`config.mk`:
```
export PLATFORM = sky130hd
export DESIGN_NAME = hufd_queue
export DESIGN_NICKNAME = d
export VERILOG_FILES = /design/src/rtl/hufd_pkg.sv /design/src/rtl/hufd_queue.sv
export SDC_FILE = /design/constraint.sdc
export NUM_CORES = 1
export LEC_CHECK = 0
export BUFFER_PORTS_ARGS = -buffer_cell sky130_fd_sc_hd__buf_2
export CAP_MARGIN = 20
export CORE_MARGIN = 2
export CORE_UTILIZATION = 56
export DETAILED_ROUTE_END_ITERATION = 7
export PLACE_DENSITY = 0.87
export SETUP_SLACK_MARGIN = 0.2
export SLEW_MARGIN = 20
export SYNTH_ARGS = -nofsm -noshare
export SYNTH_HDL_FRONTEND = slang
export SYNTH_SLANG_ARGS = --single-unit
```
`constraint.sdc`:
```
create_clock -name clk_i -period 7.93 [get_ports clk_i]
set_clock_uncertainty 0.1 [all_clocks]
set_input_delay 0.793 -clock clk_i [delete_from_list [all_inputs] [get_ports clk_i]]
set_output_delay 0.793 -clock clk_i [all_outputs]
set_load 0.01 [all_outputs]
```
`src/rtl/hufd_pkg.sv`:
```
// ----------------------------------------------------------------------------
// Huffman tree-walk decoder package
// Shared constants, the queue entry type and the walker state encoding.
// ----------------------------------------------------------------------------
package hufd_pkg;

  localparam int HufdAlphabetSize = 256;

  localparam int IdW     = 9;
  localparam int SymW    = 8;
  localparam int SlotW   = 8;
  localparam int DataW   = 8;
  localparam int CntW    = 4;
  localparam int BitIdxW = 3;
  localparam int EntryW  = 2 * IdW;

  localparam int NodeSlots = 1 << SlotW;

  localparam logic [IdW-1:0]  RootReset = 9'd256;
  localparam logic [CntW-1:0] MaxBits   = 4'd8;

  // The queue depth must be a power of two so that the pointers wrap freely.
  localparam int QDepth = 2;
  localparam int QPtrW  = $clog2(QDepth);
  localparam int QCntW  = $clog2(QDepth + 1);

  typedef enum logic {
    FUNC_LOAD   = 1'b0,
    FUNC_DECODE = 1'b1
  } hufd_func_e;

  // One classified request as it travels from the front to the back.
  typedef struct packed {
    hufd_func_e            func;
    logic [SlotW-1:0]      slot;
    logic [IdW-1:0]        left;
    logic [IdW-1:0]        right;
    logic [DataW-1:0]      data;
    logic [CntW-1:0]       cnt;
    logic                  eob;
  } hufd_req_t;

  typedef enum logic [1:0] {
    ST_IDLE  = 2'd0,
    ST_BIT   = 2'd1,
    ST_END   = 2'd2,
    ST_FLUSH = 2'd3
  } hufd_state_e;

endpackage

```
`src/rtl/hufd_queue.sv`:
```
// ----------------------------------------------------------------------------
// Huffman decoder request queue
// Short FIFO that decouples the front end from the tree walker.
// ----------------------------------------------------------------------------
module hufd_queue import hufd_pkg::*; (
  input  logic       clk_i,
  input  logic       rst_ni,
  input  logic       push_i,
  input  hufd_req_t  push_req_i,
  output logic       full_o,
  input  logic       pop_i,
  output logic       valid_o,
  output hufd_req_t  pop_req_o
);

  hufd_req_t         slot_q [QDepth];
  logic [QPtrW-1:0]  wr_ptr_q, wr_ptr_d;
  logic [QPtrW-1:0]  rd_ptr_q, rd_ptr_d;
  logic [QCntW-1:0]  cnt_q, cnt_d;
  logic              do_push, do_pop;

  assign full_o    = (cnt_q == QCntW'(QDepth));
  assign valid_o   = (cnt_q != '0);
  assign pop_req_o = slot_q[rd_ptr_q];
  assign do_push   = push_i && !full_o;
  assign do_pop    = pop_i && valid_o;

  always_comb begin
    wr_ptr_d = do_push ? wr_ptr_q + 1'b1 : wr_ptr_q;
    rd_ptr_d = do_pop ? rd_ptr_q + 1'b1 : rd_ptr_q;
    cnt_d    = cnt_q;
    if (do_push && !do_pop) begin
      cnt_d = cnt_q + 1'b1;
    end else if (do_pop && !do_push) begin
      cnt_d = cnt_q - 1'b1;
    end
  end

  always_ff @(posedge clk_i or negedge rst_ni) begin
    if (!rst_ni) begin
      wr_ptr_q <= '0;
      rd_ptr_q <= '0;
      cnt_q    <= '0;
    end else begin
      wr_ptr_q <= wr_ptr_d;
      rd_ptr_q <= rd_ptr_d;
      cnt_q    <= cnt_d;
    end
  end

  always_ff @(posedge clk_i) begin
    if (do_push) begin
      slot_q[wr_ptr_q] <= push_req_i;
    end
  end

endmodule

```
After elaboration in Yosys (flattened, before gate mapping) --
Memory sizes are Yosys's and may differ from the RTL's. Index checks and enable logic that the tools add are counted.
Storage, ports and cells: register bits 4, RAM bits 80, output and inout port bits 42, memories kept 1
Memory list:
- slot_q | depth 2, width 40, read ports 1, clocked after Yosys merged registers in 0, wr ports 1, line hufd_queue.sv:16 | hufd_req_t slot_q [QDepth];
Operators by class: add/subtract/negate cells 4, equality and inequality tests 1, multiplexer cells 4, reduce and logical (&&, ||, !) cells 9
Operators with widths (number):
- $logic_and 1x1->1 | 4
- $mux 2 | 2
- $reduce_bool 2->1 | 2
- $logic_not 1->1 | 3
- $add 1x1->1 const B | 2
- $add 2x1->2 const B | 1
- $eq 2x2->1 const B | 1
- $mux 1 | 2
- $sub 2x1->2 const B | 1

Longest topological paths before layout --
depth after elaboration 7, depth in mapped cells 7, mapped depth without buffers 7

Least setup slack after synthesis --
No wires, ideal clock.
kind input port to flip-flop, start in push_i, end mem slot_q[0][0] (netlist bit), enable pin, arrival 2.567 ns, data required time 7.393 ns, slack 4.826 ns, stages on the path 2, buffers on the path 0, cell sequence nand2_1 nor2_1
On the way: word-level cells in the longest chain between the ends 3
Ends and longest elaborated chain:
- start: declaration | line hufd_queue.sv:8 | input logic push_i,
- $logic_and 1x1->1 | line hufd_queue.sv:25 | assign do_push = push_i && !full_o;
- $mux 1 | line hufd_queue.sv:52 | if (do_push) begin
- $mux 1 (not written as such) | line hufd_queue.sv:53 | slot_q[wr_ptr_q] <= push_req_i;
- end: declaration | line hufd_queue.sv:16
Every way passes these cells.

==> impl_metrics.ini <==
[run_status]
status = finished clean

[critical_path]
crit_arrival_ns = 2.08
crit_path_top_delay_cell = dfrtp_2
r2r_slack_ns = 6.03
critPathRequiredTime_ns = 7.04
path_class = reg -> out
cp-start-kind = flop
cp_cell_sequence = buf_4 -> mux2_4 -> buf_2
cp-end-kind = output port
max_stage_delay_ns = 0.78
crit_fanout = 21

[routing]
wl_mm = 4.736
ant_nets = 0
drt_pass1_iterations = 4
dr.max_layer_used = met4
wl_met2_mm = 2.300
route.detailed.drc = 0
routedWlPerCell_um = 15.08
dr_wl_met3_um = 319
wl_met1_mm = 1.996
vias_per_cell = 4.914
route.vias.total = 1543
drt_iter0_drc = 95

[clock_network]
clkTransAtPathRegs_ns = 0.07
cts_buffers = 9
holdBufCountCts = 0
htreeDepth = 3
clock_latency_ns = 0.33
post_cts_buffers = 0
cts-resized-gates = 0
clock-sinks = 84
cts_tree = done
root_buffer = clkbuf_8
clockBufferDepth = 2

[run]
maxCapViolCount = 0

[global_routing]
overflow = 0
grt_usage_pct = 15.54
antenna_found_initial = 0
grt_pass1_vias = 1554
grt_start_max_net_pins = 41
grt_first_pass_wirelength_mm = 7.148

[placement]
io_buffers = 85
gp_congestion = 0.7150
dp_hpwl_mm = 3.144

[synthesis]
synth.avg_cell_area_um2 = 22.85
syn-cell-area_um2 = 3291
ys_ff_latch = 84
netlist_instances = 144
synthDistinctLibCells = 16
yosysWarnings = 0
yosysSeqAreaShare_pct = 76.05
synth.net_count = 189

[die]
ios = 86
row_count = 27
die-area_um2 = 6505
fp.dieW_um = 80.66
start_util_pct = 59.03
die_h_um = 80.66
core_area_um2 = 5574

[timing]
tns_ns = 0
setup_viol = 0
finalHoldViolations = 0
worst_slew_pin_slew_ns = 0.9311
fmax_mhz = 335.9
maxSlewHeadroom_pct = 37.93
drv_slew = 0
grt_setup_unrepaired = false
post-route-period-util_pct = 37.55
period_minus_slack_ns = 2.978

[cells_and_area]
final_util_pct = 70.71
nNetsFinal = 282
layout-drive-gt1-share_pct = 59.09
layout_common_cells = buf_2, edfxtp_1, mux2_4
mostFrequentLayoutCell = buf_2
syn2layout_area_growth_pct = 19.77
diodes = 0

[hold_path]
hold_path_class = in -> async

[power]
cellLeakagePower_nw = 1.612
powerDensity_nw_per_um2 = 356.4
peakVddDrop_v = 0.0002861
==> critical path: cells and delay by family, from the launching register on <==
| family | cells | cell delay (ns) |
|---|---|---|
| flip-flops | 1 | 0.78 |
| buffers and inverters | 2 | 0.62 |
| multiplexers | 1 | 0.34 |
==> cell usage after synthesis <==
| cell | n | area share [%] |
|---|---|---|
| dfrtp_1 | 4 | 3.0 |
| xor2_1 | 2 | 0.53 |
| buf_12 | 4 | 2.4 |
| and3_1 | 1 | 0.19 |
| nand2_1 | 1 | 0.11 |
| nand2_2 | 1 | 0.19 |
| xnor2_1 | 3 | 0.80 |
| or2_1 | 1 | 0.19 |
| ha_1 | 1 | 0.38 |
| inv_1 | 2 | 0.23 |
| buf_6 | 1 | 0.34 |
| edfxtp_1 | 80 | 73 |
| nand2b_1 | 1 | 0.19 |
| nor2_1 | 2 | 0.23 |
| mux2_4 | 39 | 18 |
| mux2_2 | 1 | 0.34 |
==> kinds of logic (layout without fill, tap and decap cells) <==
family                   count (synthesis)  after routing  share of synthesized area [%]
XOR/XNOR                                 5              5                          1.331
adder cells (fa/ha/maj)                  1              1                         0.3802
buffers and inverters                    7            105                          3.004
flip-flops                              84             84                          76.05
multiplexers                            40             40                          18.14
AND/OR/NAND/NOR                          7              7                          1.103
==> registers in the layout, summed over array words and instances (netlist names) <==
signal	flops
wr_ptr_q	1
rd_ptr_q	1
cnt_q	2
slot_q	80
==> where the power goes <==
group	leakage [nW]	switching (mW)	internal, mW
Combinational	0.734	0.210	0.254
Sequential	0.789	0.0575	0.609
Clock	0.0892	0.133	0.141
Total	1.61	0.401	1.00
==> through the flow <==
stage	power [mW]	cell area [µm²]	hold slack (ns)	cells	setup WS, ns
detailed placement	1.140	3732	0.3991	297	5.281
finish	1.405	3941	0.1560	314	4.952
CTS	1.414	3914	0.1377	313	4.906
floorplan	1.034	3291	0.3564	144	4.826
global placement	1.129	3732	0.3822	297	5.298
global route	1.482	3941	0.1339	314	4.850
==> worst paths after layout <==
check	depth (start not counted)	startpoint	to
setup / recovery	3	rd_ptr_q$_DFFE_PN0P_	pop_req_o[19]
hold / removal	1	rst_ni	wr_ptr_q$_DFFE_PN0P_
setup reg to reg	4	cnt_q[0]$_DFFE_PN0P_	slot_q[0][7]$_DFFE_PP_
hold reg to reg	1	cnt_q[1]$_DFFE_PN0P_	cnt_q[1]$_DFFE_PN0P_
max in group asynchronous	1	rst_ni	rd_ptr_q$_DFFE_PN0P_
min in group clk_i	1	cnt_q[1]$_DFFE_PN0P_	cnt_q[1]$_DFFE_PN0P_
==> metal layers <==
metal	up-vias	track usage, %
met4	0	9.492
met5	-	0
li1	742	-
met1	728	19.19
met2	61	24.50
met3	12	4.157
==> area by class of cell <==
type                    instances  area, µm²
clock buffers                   9      123.9
clock inverters                 7      57.56
fillers                       370       1633
inverters                       2      7.507
multi-input cells              53      698.2
flip-flops and latches         84       2504
well taps                      72      90.09
repair buffers                 87      460.4
Note: power is estimated with default switching activity, not from simulation.
