<file path="src/rtl/hufd_pkg.sv">
// ----------------------------------------------------------------------------
// Huffman tree-walk decoder package
// Shared constants, the queue entry type and the walker state encoding.
// ----------------------------------------------------------------------------
package hufd_pkg;

  localparam int HufdAlphabetSize = 256;

  localparam int IdW     = 9;
  localparam int SymW    = 8;
  localparam int SlotW   = 8;
  localparam int DataW   = 8;
  localparam int CntW    = 4;
  localparam int BitIdxW = 3;
  localparam int EntryW  = 2 * IdW;

  localparam int NodeSlots = 1 << SlotW;

  localparam logic [IdW-1:0]  RootReset = 9'd256;
  localparam logic [CntW-1:0] MaxBits   = 4'd8;

  // The queue depth must be a power of two so that the pointers wrap freely.
  localparam int QDepth = 2;
  localparam int QPtrW  = $clog2(QDepth);
  localparam int QCntW  = $clog2(QDepth + 1);

  typedef enum logic {
    FUNC_LOAD   = 1'b0,
    FUNC_DECODE = 1'b1
  } hufd_func_e;

  // One classified request as it travels from the front to the back.
  typedef struct packed {
    hufd_func_e            func;
    logic [SlotW-1:0]      slot;
    logic [IdW-1:0]        left;
    logic [IdW-1:0]        right;
    logic [DataW-1:0]      data;
    logic [CntW-1:0]       cnt;
    logic                  eob;
  } hufd_req_t;

  typedef enum logic [1:0] {
    ST_IDLE  = 2'd0,
    ST_BIT   = 2'd1,
    ST_END   = 2'd2,
    ST_FLUSH = 2'd3
  } hufd_state_e;

endpackage

</file>
<file path="src/rtl/hufd_front.sv">
// ----------------------------------------------------------------------------
// Huffman decoder front end
// Registers incoming requests, clamps the bit count and hands them to the queue.
// ----------------------------------------------------------------------------
module hufd_front import hufd_pkg::*; (
  input  logic                 clk_i,
  input  logic                 rst_ni,
  input  logic                 in_valid_i,
  output logic                 in_stall_o,
  input  logic                 func_i,
  input  logic [SlotW-1:0]     node_slot_i,
  input  logic [IdW-1:0]       left_child_i,
  input  logic [IdW-1:0]       right_child_i,
  input  logic [DataW-1:0]     data_byte_i,
  input  logic [CntW-1:0]      bit_count_i,
  input  logic                 end_of_buffer_i,
  input  logic                 q_full_i,
  output logic                 push_o,
  output hufd_req_t            push_req_o
);

  logic      valid_q, valid_d;
  hufd_req_t req_q, req_d;
  logic      accept;

  assign in_stall_o = valid_q && q_full_i;
  assign push_o     = valid_q && !q_full_i;
  assign accept     = in_valid_i && !in_stall_o;
  assign push_req_o = req_q;

  always_comb begin
    req_d       = req_q;
    req_d.func  = hufd_func_e'(func_i);
    req_d.slot  = node_slot_i;
    req_d.left  = left_child_i;
    req_d.right = right_child_i;
    req_d.data  = data_byte_i;
    // Counts above a full byte walk the whole byte.
    req_d.cnt   = (bit_count_i > MaxBits) ? MaxBits : bit_count_i;
    req_d.eob   = end_of_buffer_i;
  end

  always_comb begin
    if (accept) begin
      valid_d = 1'b1;
    end else if (push_o) begin
      valid_d = 1'b0;
    end else begin
      valid_d = valid_q;
    end
  end

  always_ff @(posedge clk_i or negedge rst_ni) begin
    if (!rst_ni) begin
      valid_q <= 1'b0;
    end else begin
      valid_q <= valid_d;
    end
  end

  always_ff @(posedge clk_i) begin
    if (accept) begin
      req_q <= req_d;
    end
  end

endmodule

</file>
<file path="config.mk">
export PLATFORM = sky130hd
export DESIGN_NAME = hufd_front
export DESIGN_NICKNAME = d
export VERILOG_FILES = /design/src/rtl/hufd_pkg.sv /design/src/rtl/hufd_front.sv
export SDC_FILE = /design/constraint.sdc
export NUM_CORES = 1
export LEC_CHECK = 0
export BUFFER_PORTS_ARGS = -buffer_cell sky130_fd_sc_hd__buf_2
export CAP_MARGIN = 30
export CORE_ASPECT_RATIO = 1.1
export CORE_MARGIN = 4
export CORE_UTILIZATION = 36
export DETAILED_ROUTE_END_ITERATION = 6
export PLACE_DENSITY = 0.86
export SYNTH_ARGS = -nofsm -noshare
export SYNTH_HDL_FRONTEND = slang
export SYNTH_SLANG_ARGS = --single-unit
export TNS_END_PERCENT = 1
</file>
<file path="constraint.sdc">
create_clock -name clk_i -period 2.69 [get_ports clk_i]
set_clock_uncertainty 0.15 [all_clocks]
set_input_delay 0.538 -clock clk_i [delete_from_list [all_inputs] [get_ports clk_i]]
set_output_delay 0.538 -clock clk_i [all_outputs]
set_load 0.01 [all_outputs]
</file>
## Word-level counts from Yosys, hierarchy flattened

Index checks and enable logic that the tools add are counted.

| word-level totals | value |
|---|---|
| register bits after elaboration | 41 |
| latch bits | 0 |
| memory bits (writable) | 0 |
| ROM bits | 0 |
| output and inout port bits | 42 |
| memories kept | 0 |

| cells by class | value |
|---|---|
| add/sub/neg operators | 0 |
| multiply operators | 0 |
| div/mod/pow operators | 0 |
| $lt $le $gt $ge | 1 |
| equality and inequality tests | 0 |
| shift operators | 0 |
| mux-type cells | 2 |
| bitwise gates (word level) | 0 |
| reductions and logical operators | 6 |

Operator list:

| operator | number |
|---|---|
| 4-bit greater-than comparator (second input constant) | 1 |
| 1-bit logical AND | 3 |
| 1-bit zero test | 2 |
| 1-bit 2-to-1 mux | 2 |
| 2-bit nonzero test | 1 |

## Longest topological paths before layout

Gate-level depths: netlist of run 1.

| depth | value |
|---|---|
| word-level depth | 4 |
| depth in mapped cells | 1 |
| mapped depth without buffers | 1 |

## Worst setup path before layout of run 1

Ideal clock, no wire load.

| path | value |
|---|---|
| path type | input to register |
| start point | in in_valid_i |
| end point | reg req_q, in the netlist push_req_o[0] (enable) |
| data arrival time | 2.487 ns |
| path slack | -0.395 ns |
| stages on the path | 1 |
| cells stage by stage | a21boi_1 |

| between the ends | value |
|---|---|
| longest elaborated chain between the ends | 1 |

Ends and longest elaborated chain:

| what | RTL line | source |
|---|---|---|
| start, declared | hufd_front.sv:8 | `input logic in_valid_i,` |
| 1-bit logical AND | hufd_front.sv:28 | `assign accept = in_valid_i && !in_stall_o;` |
| end signal, assigned | hufd_front.sv:63 | `req_q <= req_d;` |
| end, declared | hufd_front.sv:23 | `hufd_req_t req_q, req_d;` |

Every way passes these cells.
A chain may end at the register's enable or synchronous reset.

## Worst setup path after layout of run 1

| path | value |
|---|---|
| start point | reg valid_q |
| end point | out in_stall_o |

| between the ends | value |
|---|---|
| longest elaborated chain between the ends | 1 |

Ends and longest elaborated chain:

| what | RTL line | source |
|---|---|---|
| start, declared | hufd_front.sv:22 | `logic valid_q, valid_d;` |
| start signal, assigned | hufd_front.sv:57 | `valid_q <= valid_d;` |
| 1-bit logical AND | hufd_front.sv:26 | `assign in_stall_o = valid_q && q_full_i;` |
| end, declared | hufd_front.sv:9 | `output logic in_stall_o,` |

Every way passes these cells.

==> results of run 1 <==
[layer usage]
layer  wire [um]  vias to the layer above  global-route usage [%]
met2        1500                       52                    23.2
met1         829                      363                    10.0
li1            -                      375                       -
met4          32                        0                    3.52
met3         339                        4                    6.91
met5           0                        -                       0
[area by class of cell]
cell class | count | area, sq um | area share, %
flip-flops and latches | 41 | 1230 | 66.5
clock buffers | 6 | 41.3 | 2.24
clock inverters | 1 | 3.75 | 0.204
well taps | 48 | 60.1 | 3.26
multi-input cells | 7 | 57.6 | 3.12
repair buffers | 87 | 455 | 24.7
[state kept, by name, summed over array words and instances, names as in the netlist]
| name | cells |
|---|---|
| push_req_o | 40 |
| valid_q | 1 |
[per-stage QoR]
stage / std cells / cell area [sq um] / utilization (%)
global route: 190 / 1840 / 54.5
CTS: 190 / 1840 / 54.5
floorplan: 49 / 1280 / -
detailed placement: 182 / 1790 / 52.8
finish: 190 / 1840 / 54.5
global placement: 182 / 1790 / 52.8
[final timing paths]
path	start	to	slack [ps]	cells past startpoint
setup / recovery	valid_q	in_stall_o	930	2
hold / removal	left_child_i[7]	push_req_o[29]	220	1
setup reg to reg	valid_q	push_req_o[3]	1050	2
hold reg to reg	valid_q	valid_q	440	1
max in group asynchronous	rst_ni	valid_q	1940	2
min in group asynchronous	rst_ni	valid_q	370	2
[cells in the final DEF, fill, tap and decap left out, drive strengths merged]
master and n:
buf 86, edfxtp 40, clkbuf 6, nor2b 4
and2 1, a21boi 1, a21o 1, clkinv 1
dlygate4sd3 1, dfrtp 1
[power by group]
group	switching (mW)	total [mW]	internal [mW]
combinational	0.0570	0.110	0.0527
sequential	0.00901	0.752	0.743
clock	0.170	0.265	0.0950
total	0.236	1.13	0.890
[logic make-up (layout without fill, tap and decap cells)]
family | Yosys count | in the layout | synth area share [%]
AO/OA/AOI/OAI | 2 | 2 | 1.18
buffers and inverters | 1 | 94 | 0.294
flip-flops | 41 | 41 | 96.1
AND/OR/NAND/NOR | 5 | 5 | 2.45
[worst max-delay path, cell delays in order (launching register included)]
cell and delay, ps:
dfrtp_1 440, and2_1 170, buf_2 130
[timing repair]
action | CTS | global route
hold endpoints to repair | 1 | 0
endpoints found under the setup margin | 0 | 0
hold buffers | 1 | 0
==> results.py, run 1 <==
metrics = {
    "clock_network": {
        "ctsResizeCount": 0,
        "ctsHtreeMaxLevel": 2,
        "cts_tree": "built",
        "worstSkewPairLatency_ps": 330,
        "numCtsBuffers": 5,
        "path_clk_slew_ps": 110,
        "cts_buffer_depth": 2,
        "postCtsSetupBuffers": 0,
        "clockRootBuffer": "clkbuf_4",
        "cts.sinks": 41,
    },
    "power_and_ir_drop": {
        "vdd_drop_max_mv": 0.306,
        "p_leak_nw": 0.793,
        "power.density_mw_per_mm2": 611,
        "report.power.total_mw": 1.13,
    },
    "setup_path": {
        "worstPathMaxFanout": 4,
        "worstSetupStartpointType": "flip-flop",
        "cp.required_ps": 2000,
        "end_kind": "primary output",
        "crit_arrival_ps": 1070,
        "worstSetupPathType": "reg2out",
    },
    "layout": {
        "n_antenna_cell": 0,
        "nets": 186,
        "layout-drive-gt1-share_pct": 64.8,
        "nFillCells": 304,
        "synthToLayoutAreaGrowth_pct": 44.5,
    },
    "detailed_routing": {
        "post_drt_wl_per_cell_um": 14.2,
        "drt_first_pass_iters": 3,
        "wl_um": 2700,
        "drt_iter0_markers": 12,
        "drc": 0,
        "ant_nets": 0,
        "num_vias": 794,
        "viasPerCell": 4.18,
    },
    "sta": {
        "slew_headroom_pct": 62.6,
        "fin_ws_ps": 934,
        "post-route-period-util_pct": 65.3,
        "timing_hold_violations_final": 0,
        "min_period_ps": 1760,
        "worst_pin_slew_ps": 560,
        "rsz0062_at_grt": "no",
        "max_freq_ghz": 0.569,
        "holdWs_ps": 222,
        "tns_ps": 0,
        "setup_viol": 0,
        "timing.final.max_slew_violations": 0,
    },
    "run_status": {
        "status": "finished, final reports clean",
    },
    "logic_synthesis": {
        "ys.flop_type": "edfxtp_1",
        "synth_async_sr_flop_share_pct": 2.44,
        "synthCells": 49,
        "synth.top_cell.area_share_pct": 94.1,
        "synth_common_cells": "edfxtp_1 (40), nor2b_1 (4)",
        "synth_fp_nets": 93,
        "yosysTopAreaCell": "edfxtp_1",
        "synth-edff-count": 40,
        "syn_area_sq_mm": 0.00128,
        "synth.most_common_cell": "edfxtp_1",
        "ys_warn_count": 0,
        "ys_types": 7,
        "avgSynthCellArea_sq_um": 26.0,
        "synth_seq_area_share_pct": 96.1,
        "synth-seq-cells": 41,
        "netlist_top_cells_area": "edfxtp_1 (94%), dfrtp_1 (2.0%), nor2b_1 (2.0%), a21boi_1 (0.59%), a21o_1 (0.59%)",
    },
    "floorplanning": {
        "die_w_um": 64.8,
        "core_area_sq_mm": 0.00339,
        "die_area_sq_mm": 0.00456,
        "die_h_um": 70.4,
        "io_pins": 86,
        "rows": 22,
        "start_util_pct": 37.7,
    },
    "global_routing": {
        "antenna_found_initial": 0,
        "track_usage_pct": 12.1,
        "grt_pass1_wl_um": 4030,
        "grt_max_degree": 26,
        "grt-ovfl-total": 0,
        "grt_pass1_vias": 865,
    },
    "worst_hold_path": {
        "min-delay-path-class": "in2reg",
    },
    "run": {
        "max-cap-violations": 0,
    },
    "place": {
        "dpl.hpwl_um": 2110,
        "gp_congestion": 0.714,
        "pre_cts_ws_ps": 816,
        "numPortBuffers": 85,
    },
}
Note: power is estimated with default switching activity, not from simulation.
==> inputs of run 2 (changes only) <==
ABC_AREA = 1   (was default)
CORE_UTILIZATION = 40   (was 36)
PLACE_DENSITY = 0.89   (was 0.86)
clock period = 1.7 ns   (was 2.69 ns; I/O delays follow)
==> run 2 against run 1 <==
Against the previous run:
- critical endpoint unchanged
- die area fell by 8.1%
- via count grew 24%
- critical path depth up 1
- global-route usage rose by 3.7 points
- worst hold slack worse by 200 ps
- sequential power rose by 58%
- sequential share of layout area fell by 9.0 points
- critical path type unchanged
- routed wire length up 46%
- synthesized area up 0.98%
- combinational power grew 120%
- count of clock-buffer cells in the layout up 1
- total power grew 84%
==> results.py, run 2 <==
metrics = {
    "run_status": {
        "status": "finished, final reports clean",
    },
    "global_routing": {
        "grt_pass1_wl_um": 4750,
        "grt_pass1_vias": 975,
        "track_usage_pct": 15.8,
        "grt-ovfl-total": 0,
        "grt_max_degree": 30,
        "antenna_found_initial": 0,
    },
    "floorplanning": {
        "die_area_sq_mm": 0.00419,
        "rows": 21,
        "die_h_um": 67.5,
        "io_pins": 86,
        "start_util_pct": 41.9,
        "die_w_um": 62.1,
        "core_area_sq_mm": 0.00307,
    },
    "setup_path": {
        "cp.required_ps": 1210,
        "crit_arrival_ps": 1120,
        "end_kind": "primary output",
        "worstSetupPathType": "reg2out",
        "worstSetupStartpointType": "flip-flop",
        "worstPathMaxFanout": 2,
    },
    "power_and_ir_drop": {
        "power.density_mw_per_mm2": 972,
        "power_switching_mw": 0.425,
        "power_frac_comb_pct": 11.5,
        "report.power.total_mw": 2.07,
        "vdd_drop_max_mv": 0.791,
        "p_int_mw": 1.65,
        "p_leak_nw": 0.951,
        "switching_share_pct": 20.5,
        "pwr-share-seq_pct": 57.4,
        "power.share.clock_pct": 31.0,
    },
    "logic_synthesis": {
        "synth.top_cell.area_share_pct": 93.2,
        "synth.most_common_cell": "edfxtp_1",
        "syn_area_sq_mm": 0.00129,
        "ys_warn_count": 0,
        "synth_fp_nets": 101,
        "synth_seq_area_share_pct": 95.1,
        "synth_async_sr_flop_share_pct": 2.44,
        "avgSynthCellArea_sq_um": 22.6,
        "synth-seq-cells": 41,
        "ys.flop_type": "edfxtp_1",
        "synth_common_cells": "edfxtp_1 (40), inv_1 (6), nor2_1 (4)",
        "netlist_top_cells_area": "edfxtp_1 (93%), dfrtp_1 (1.9%), inv_1 (1.7%), nor2_1 (1.2%), nand2_1 (0.87%)",
        "yosysTopAreaCell": "edfxtp_1",
        "synthCells": 57,
        "synth-edff-count": 40,
        "ys_types": 7,
    },
    "clock_network": {
        "postCtsSetupBuffers": 0,
        "worstSkewPairLatency_ps": 340,
        "cts_buffer_depth": 2,
        "clockRootBuffer": "clkbuf_4",
        "path_clk_slew_ps": 120,
        "cts.sinks": 41,
        "ctsHtreeMaxLevel": 2,
        "numCtsBuffers": 5,
        "cts_tree": "built",
    },
    "layout": {
        "mostFrequentLayoutCell": "buf_2",
        "nets": 220,
        "final_cell_mix": "buf_2 (85), edfxtp_1 (40), dlygate4sd3_1 (26), inv_1 (6), clkbuf_4 (5)",
        "nFillCells": 191,
        "largest_reg_flops": 40,
        "n_antenna_cell": 0,
        "layout-drive-gt1-share_pct": 53.7,
        "seqCellArea_sq_mm": 0.00123,
        "synthToLayoutAreaGrowth_pct": 65.5,
        "multiInputGateArea_sq_um": 43.8,
    },
    "detailed_routing": {
        "drc": 0,
        "drt_first_pass_iters": 4,
        "drt_iter0_markers": 41,
        "post_drt_wl_per_cell_um": 18.7,
        "num_vias": 981,
        "wl_um": 3950,
        "viasPerCell": 4.65,
        "ant_nets": 0,
    },
    "sta": {
        "timing.final.max_slew_violations": 0,
        "slew_headroom_pct": 89.3,
        "post-route-period-util_pct": 94.8,
        "timing_hold_violations_final": 0,
        "worst_pin_slew_ps": 160,
        "setup_viol": 0,
        "holdWs_ps": 21.6,
        "min_period_ps": 1610,
        "max_freq_ghz": 0.621,
    },
    "place": {
        "gp_congestion": 0.705,
        "numPortBuffers": 85,
        "dpl.hpwl_um": 2130,
    },
    "run": {
        "max-cap-violations": 0,
    },
    "worst_hold_path": {
        "min-delay-path-class": "in2reg",
    },
}
## run 2: cell count changes in the layout (fill, tap and decap cells not counted), moves of 2 or more
cell           delta
nor2b_1           -4
nor2_1            +3
nand2_1           +3
inv_1             +6
a21oi_1           +2
dlygate4sd3_1    +25
## run 2: layer usage
layer,vias up,routed length [um],track usage (%)
li1,445,-,-
met1,454,1260,14.1
met2,67,2090,27.3
met3,15,456,9.48
met4,0,143,9.76
met5,-,0,0
## run 2: logic make-up after synthesis
kind of cell,synth area share [%]
buffers and inverters,2.04
AOI/OAI and AO/OA,0.777
DFF,95.1
and+or+nand+nor,2.04
## run 2: path summary, 6_finish.rpt
kind	from	endpoint	slack, ps	cells past startpoint
min in group asynchronous	rst_ni	valid_q	160	2
min reg2reg	valid_q	valid_q	460	2
max in group asynchronous	rst_ni	valid_q	1150	2
max	valid_q	in_stall_o	90	3
min	left_child_i[7]	push_req_o[29]	20	1
max reg2reg	valid_q	push_req_o[21]	280	4
## run 2: critical path, stage by stage (launching register included)
cell and delay (ps):
dfrtp_1 390, nand2_1 100, inv_1 130, buf_2 150
## run 2: cell type report
| class | instances | area share (%) |
|---|---|---|
| clock buffers | 7 | 2.58 |
| inverters | 6 | 1.06 |
| well taps | 34 | 1.99 |
| flip-flops and latches | 41 | 57.5 |
| repair buffers | 113 | 33.4 |
| multi-input cells | 9 | 2.05 |
| clock inverters | 1 | 1.41 |
## run 2: stage by stage
| stage | instances | instance area, sq um | util (%) | setup TNS (ps) | worst slack [ps] |
|---|---|---|---|---|---|
| after floorplan | 57 | 1300 | - | 0 | 12.0 |
| after detailed placement | 177 | 1790 | 58.2 | 0 | 332 |
| after CTS | 194 | 1960 | 63.9 | 0 | 155 |
| after global routing | 211 | 2130 | 69.4 | -6.31 | -6.31 |
| after global placement | 177 | 1790 | 58.2 | 0 | 353 |
| final | 211 | 2130 | 69.4 | 0 | 88.9 |
## run 2: what timing repair did
action	CTS	global route
hold buffers	9	17
hold endpoints to repair	9	17
resized for setup	0	0
## run 2: power groups by stage
stage | sequential [mW] | combinational [mW] | clock, mW
after detailed placement | 1.21 | 0.181 | 0
after CTS | 1.19 | 0.197 | 0.660
after global routing | 1.20 | 0.256 | 0.703
after global placement | 1.21 | 0.174 | 0
after floorplan | 1.24 | 0.0314 | 0
final | 1.19 | 0.239 | 0.644
==> inputs of run 3 (changes only) <==
clock period = 1.71 ns   (was 1.7 ns; I/O delays follow)
==> run 3 against run 2 <==
Against the previous run:
- largest power group unchanged
- critical path depth is the same
- worst hold slack gained 0.77 ps
- largest cell class unchanged
- global-route usage shrank 2.4 points
- combinational power is essentially flat
==> results.py, run 3 (synthesis gave the netlist of run 2 again) <==
metrics = {
    "run_status": {
        "status": "finished, final reports clean",
    },
    "setup_path": {
        "worstPathMaxFanout": 2,
        "cp.required_ps": 1220,
        "end_kind": "primary output",
        "slowest_stage": "dfrtp_1",
        "worstSetupStartpointType": "flip-flop",
        "crit_buf_inv": 2,
        "slowest_delay_ps": 390,
        "worstSetupPathType": "reg2out",
        "crit_arrival_ps": 1110,
        "cp_top_family": "flip-flops",
        "crit_chain": "nand2_1 > inv_1 > buf_2",
    },
    "detailed_routing": {
        "viasPerCell": 4.63,
        "drt_iter0_markers": 21,
        "drc": 0,
        "post_drt_wl_per_cell_um": 18.6,
        "wl_um": 3990,
        "num_vias": 990,
        "ant_nets": 0,
        "drt_first_pass_iters": 4,
    },
    "clock_network": {
        "numCtsBuffers": 5,
        "cts_buffer_depth": 2,
        "cts_hold_buffers": 1,
        "cts_tree": "built",
        "ctsResizeCount": 0,
        "path_clk_slew_ps": 120,
        "worstSkewPairLatency_ps": 340,
        "postCtsSetupBuffers": 0,
        "cts.sinks": 41,
        "ctsHtreeMaxLevel": 2,
        "clockRootBuffer": "clkbuf_4",
    },
    "sta": {
        "rsz0062_at_grt": "no",
        "timing_hold_violations_final": 0,
        "min_period_ps": 1600,
        "holdWs_ps": 22.4,
        "tns_ps": 0,
        "fin_ws_ps": 113,
        "timing.final.max_slew_violations": 0,
        "worst_pin_slew_ps": 229,
        "slew_headroom_pct": 84.7,
        "max_freq_ghz": 0.626,
        "post-route-period-util_pct": 93.4,
        "setup_viol": 0,
    },
    "power_and_ir_drop": {
        "power.density_mw_per_mm2": 960,
        "vdd_drop_max_mv": 0.864,
        "p_leak_nw": 0.963,
    },
    "place": {
        "gp_congestion": 0.704,
        "dpl.hpwl_um": 2130,
        "numPortBuffers": 85,
        "pre_cts_ws_ps": 340,
    },
    "layout": {
        "mostFrequentLayoutCell": "buf_2",
        "synthToLayoutAreaGrowth_pct": 67.9,
        "layout-drive-gt1-share_pct": 52.8,
        "n_antenna_cell": 0,
        "largest_reg_flops": 40,
        "finish.utilization_pct": 70.4,
        "final_cell_mix": "buf_2 (85), edfxtp_1 (40), dlygate4sd3_1 (29), inv_1 (6), clkbuf_4 (5)",
        "nets": 223,
    },
    "worst_hold_path": {
        "min-delay-path-class": "in2reg",
    },
    "floorplanning": {
        "die_area_sq_mm": 0.00419,
        "start_util_pct": 41.9,
        "rows": 21,
        "die_h_um": 67.5,
        "die_w_um": 62.1,
        "core_area_sq_mm": 0.00307,
        "io_pins": 86,
    },
    "global_routing": {
        "grt-ovfl-total": 0,
        "antenna_found_initial": 0,
        "use_met2_pct": 21.8,
        "grt_pass1_vias": 886,
        "grt_max_degree": 30,
        "use_met1_pct": 13.0,
        "use_met3_pct": 9.32,
        "grt-busiest-layer": "met2",
        "grt_pass1_wl_um": 4080,
        "track_usage_pct": 13.4,
    },
    "run": {
        "max-cap-violations": 0,
    },
}
[run 3: cell count changes in the layout (fill, tap and decap cells not counted)]
cell | before | now
dlygate4sd3_1 | 26 | 29
[run 3: metrics by stage]
step	total power, mW	instances	instance area, sq um
4_1_cts	2.02	186	1880
3_3_place_gp	1.37	177	1790
3_5_place_dp	1.38	177	1790
5_1_grt	2.15	214	2160
6_report	2.08	214	2160
2_1_floorplan	1.27	57	1300
[run 3: cell type report]
type	instances	area, sq um
Sequential cell	41	1230
Fill cell	187	911
Timing Repair Buffer	116	743
Clock buffer	7	55.1
Multi-Input combinational cell	9	43.8
Tap cell	34	42.5
Clock inverter	1	30.0
Inverter	6	22.5
[run 3: path summary, 6_finish.rpt]
kind                            slack (ps)           start  cells after the start              to
worst max-delay path                   110         valid_q                      3      in_stall_o
worst min-delay path                    20  data_byte_i[5]                      1  push_req_o[10]
worst max register to register         320         valid_q                      4  push_req_o[38]
worst min register to register         430         valid_q                      2         valid_q
max in group asynchronous             1200          rst_ni                      2         valid_q
min in group asynchronous              130          rst_ni                      2         valid_q
[run 3: report_power, final]
| group | switching (mW) | total, mW | internal (mW) |
|---|---|---|---|
| sequential | 0.0169 | 1.19 | 1.17 |
| clock | 0.300 | 0.649 | 0.349 |
| combinational | 0.116 | 0.242 | 0.125 |
| total | 0.433 | 2.08 | 1.64 |
[run 3: per-layer routing]
layer / vias up / share of wire [%]
li1: 451 / -
met1: 460 / 36
met2: 68 / 50
met3: 11 / 11
met4: 0 / 2.3
met5: - / 0
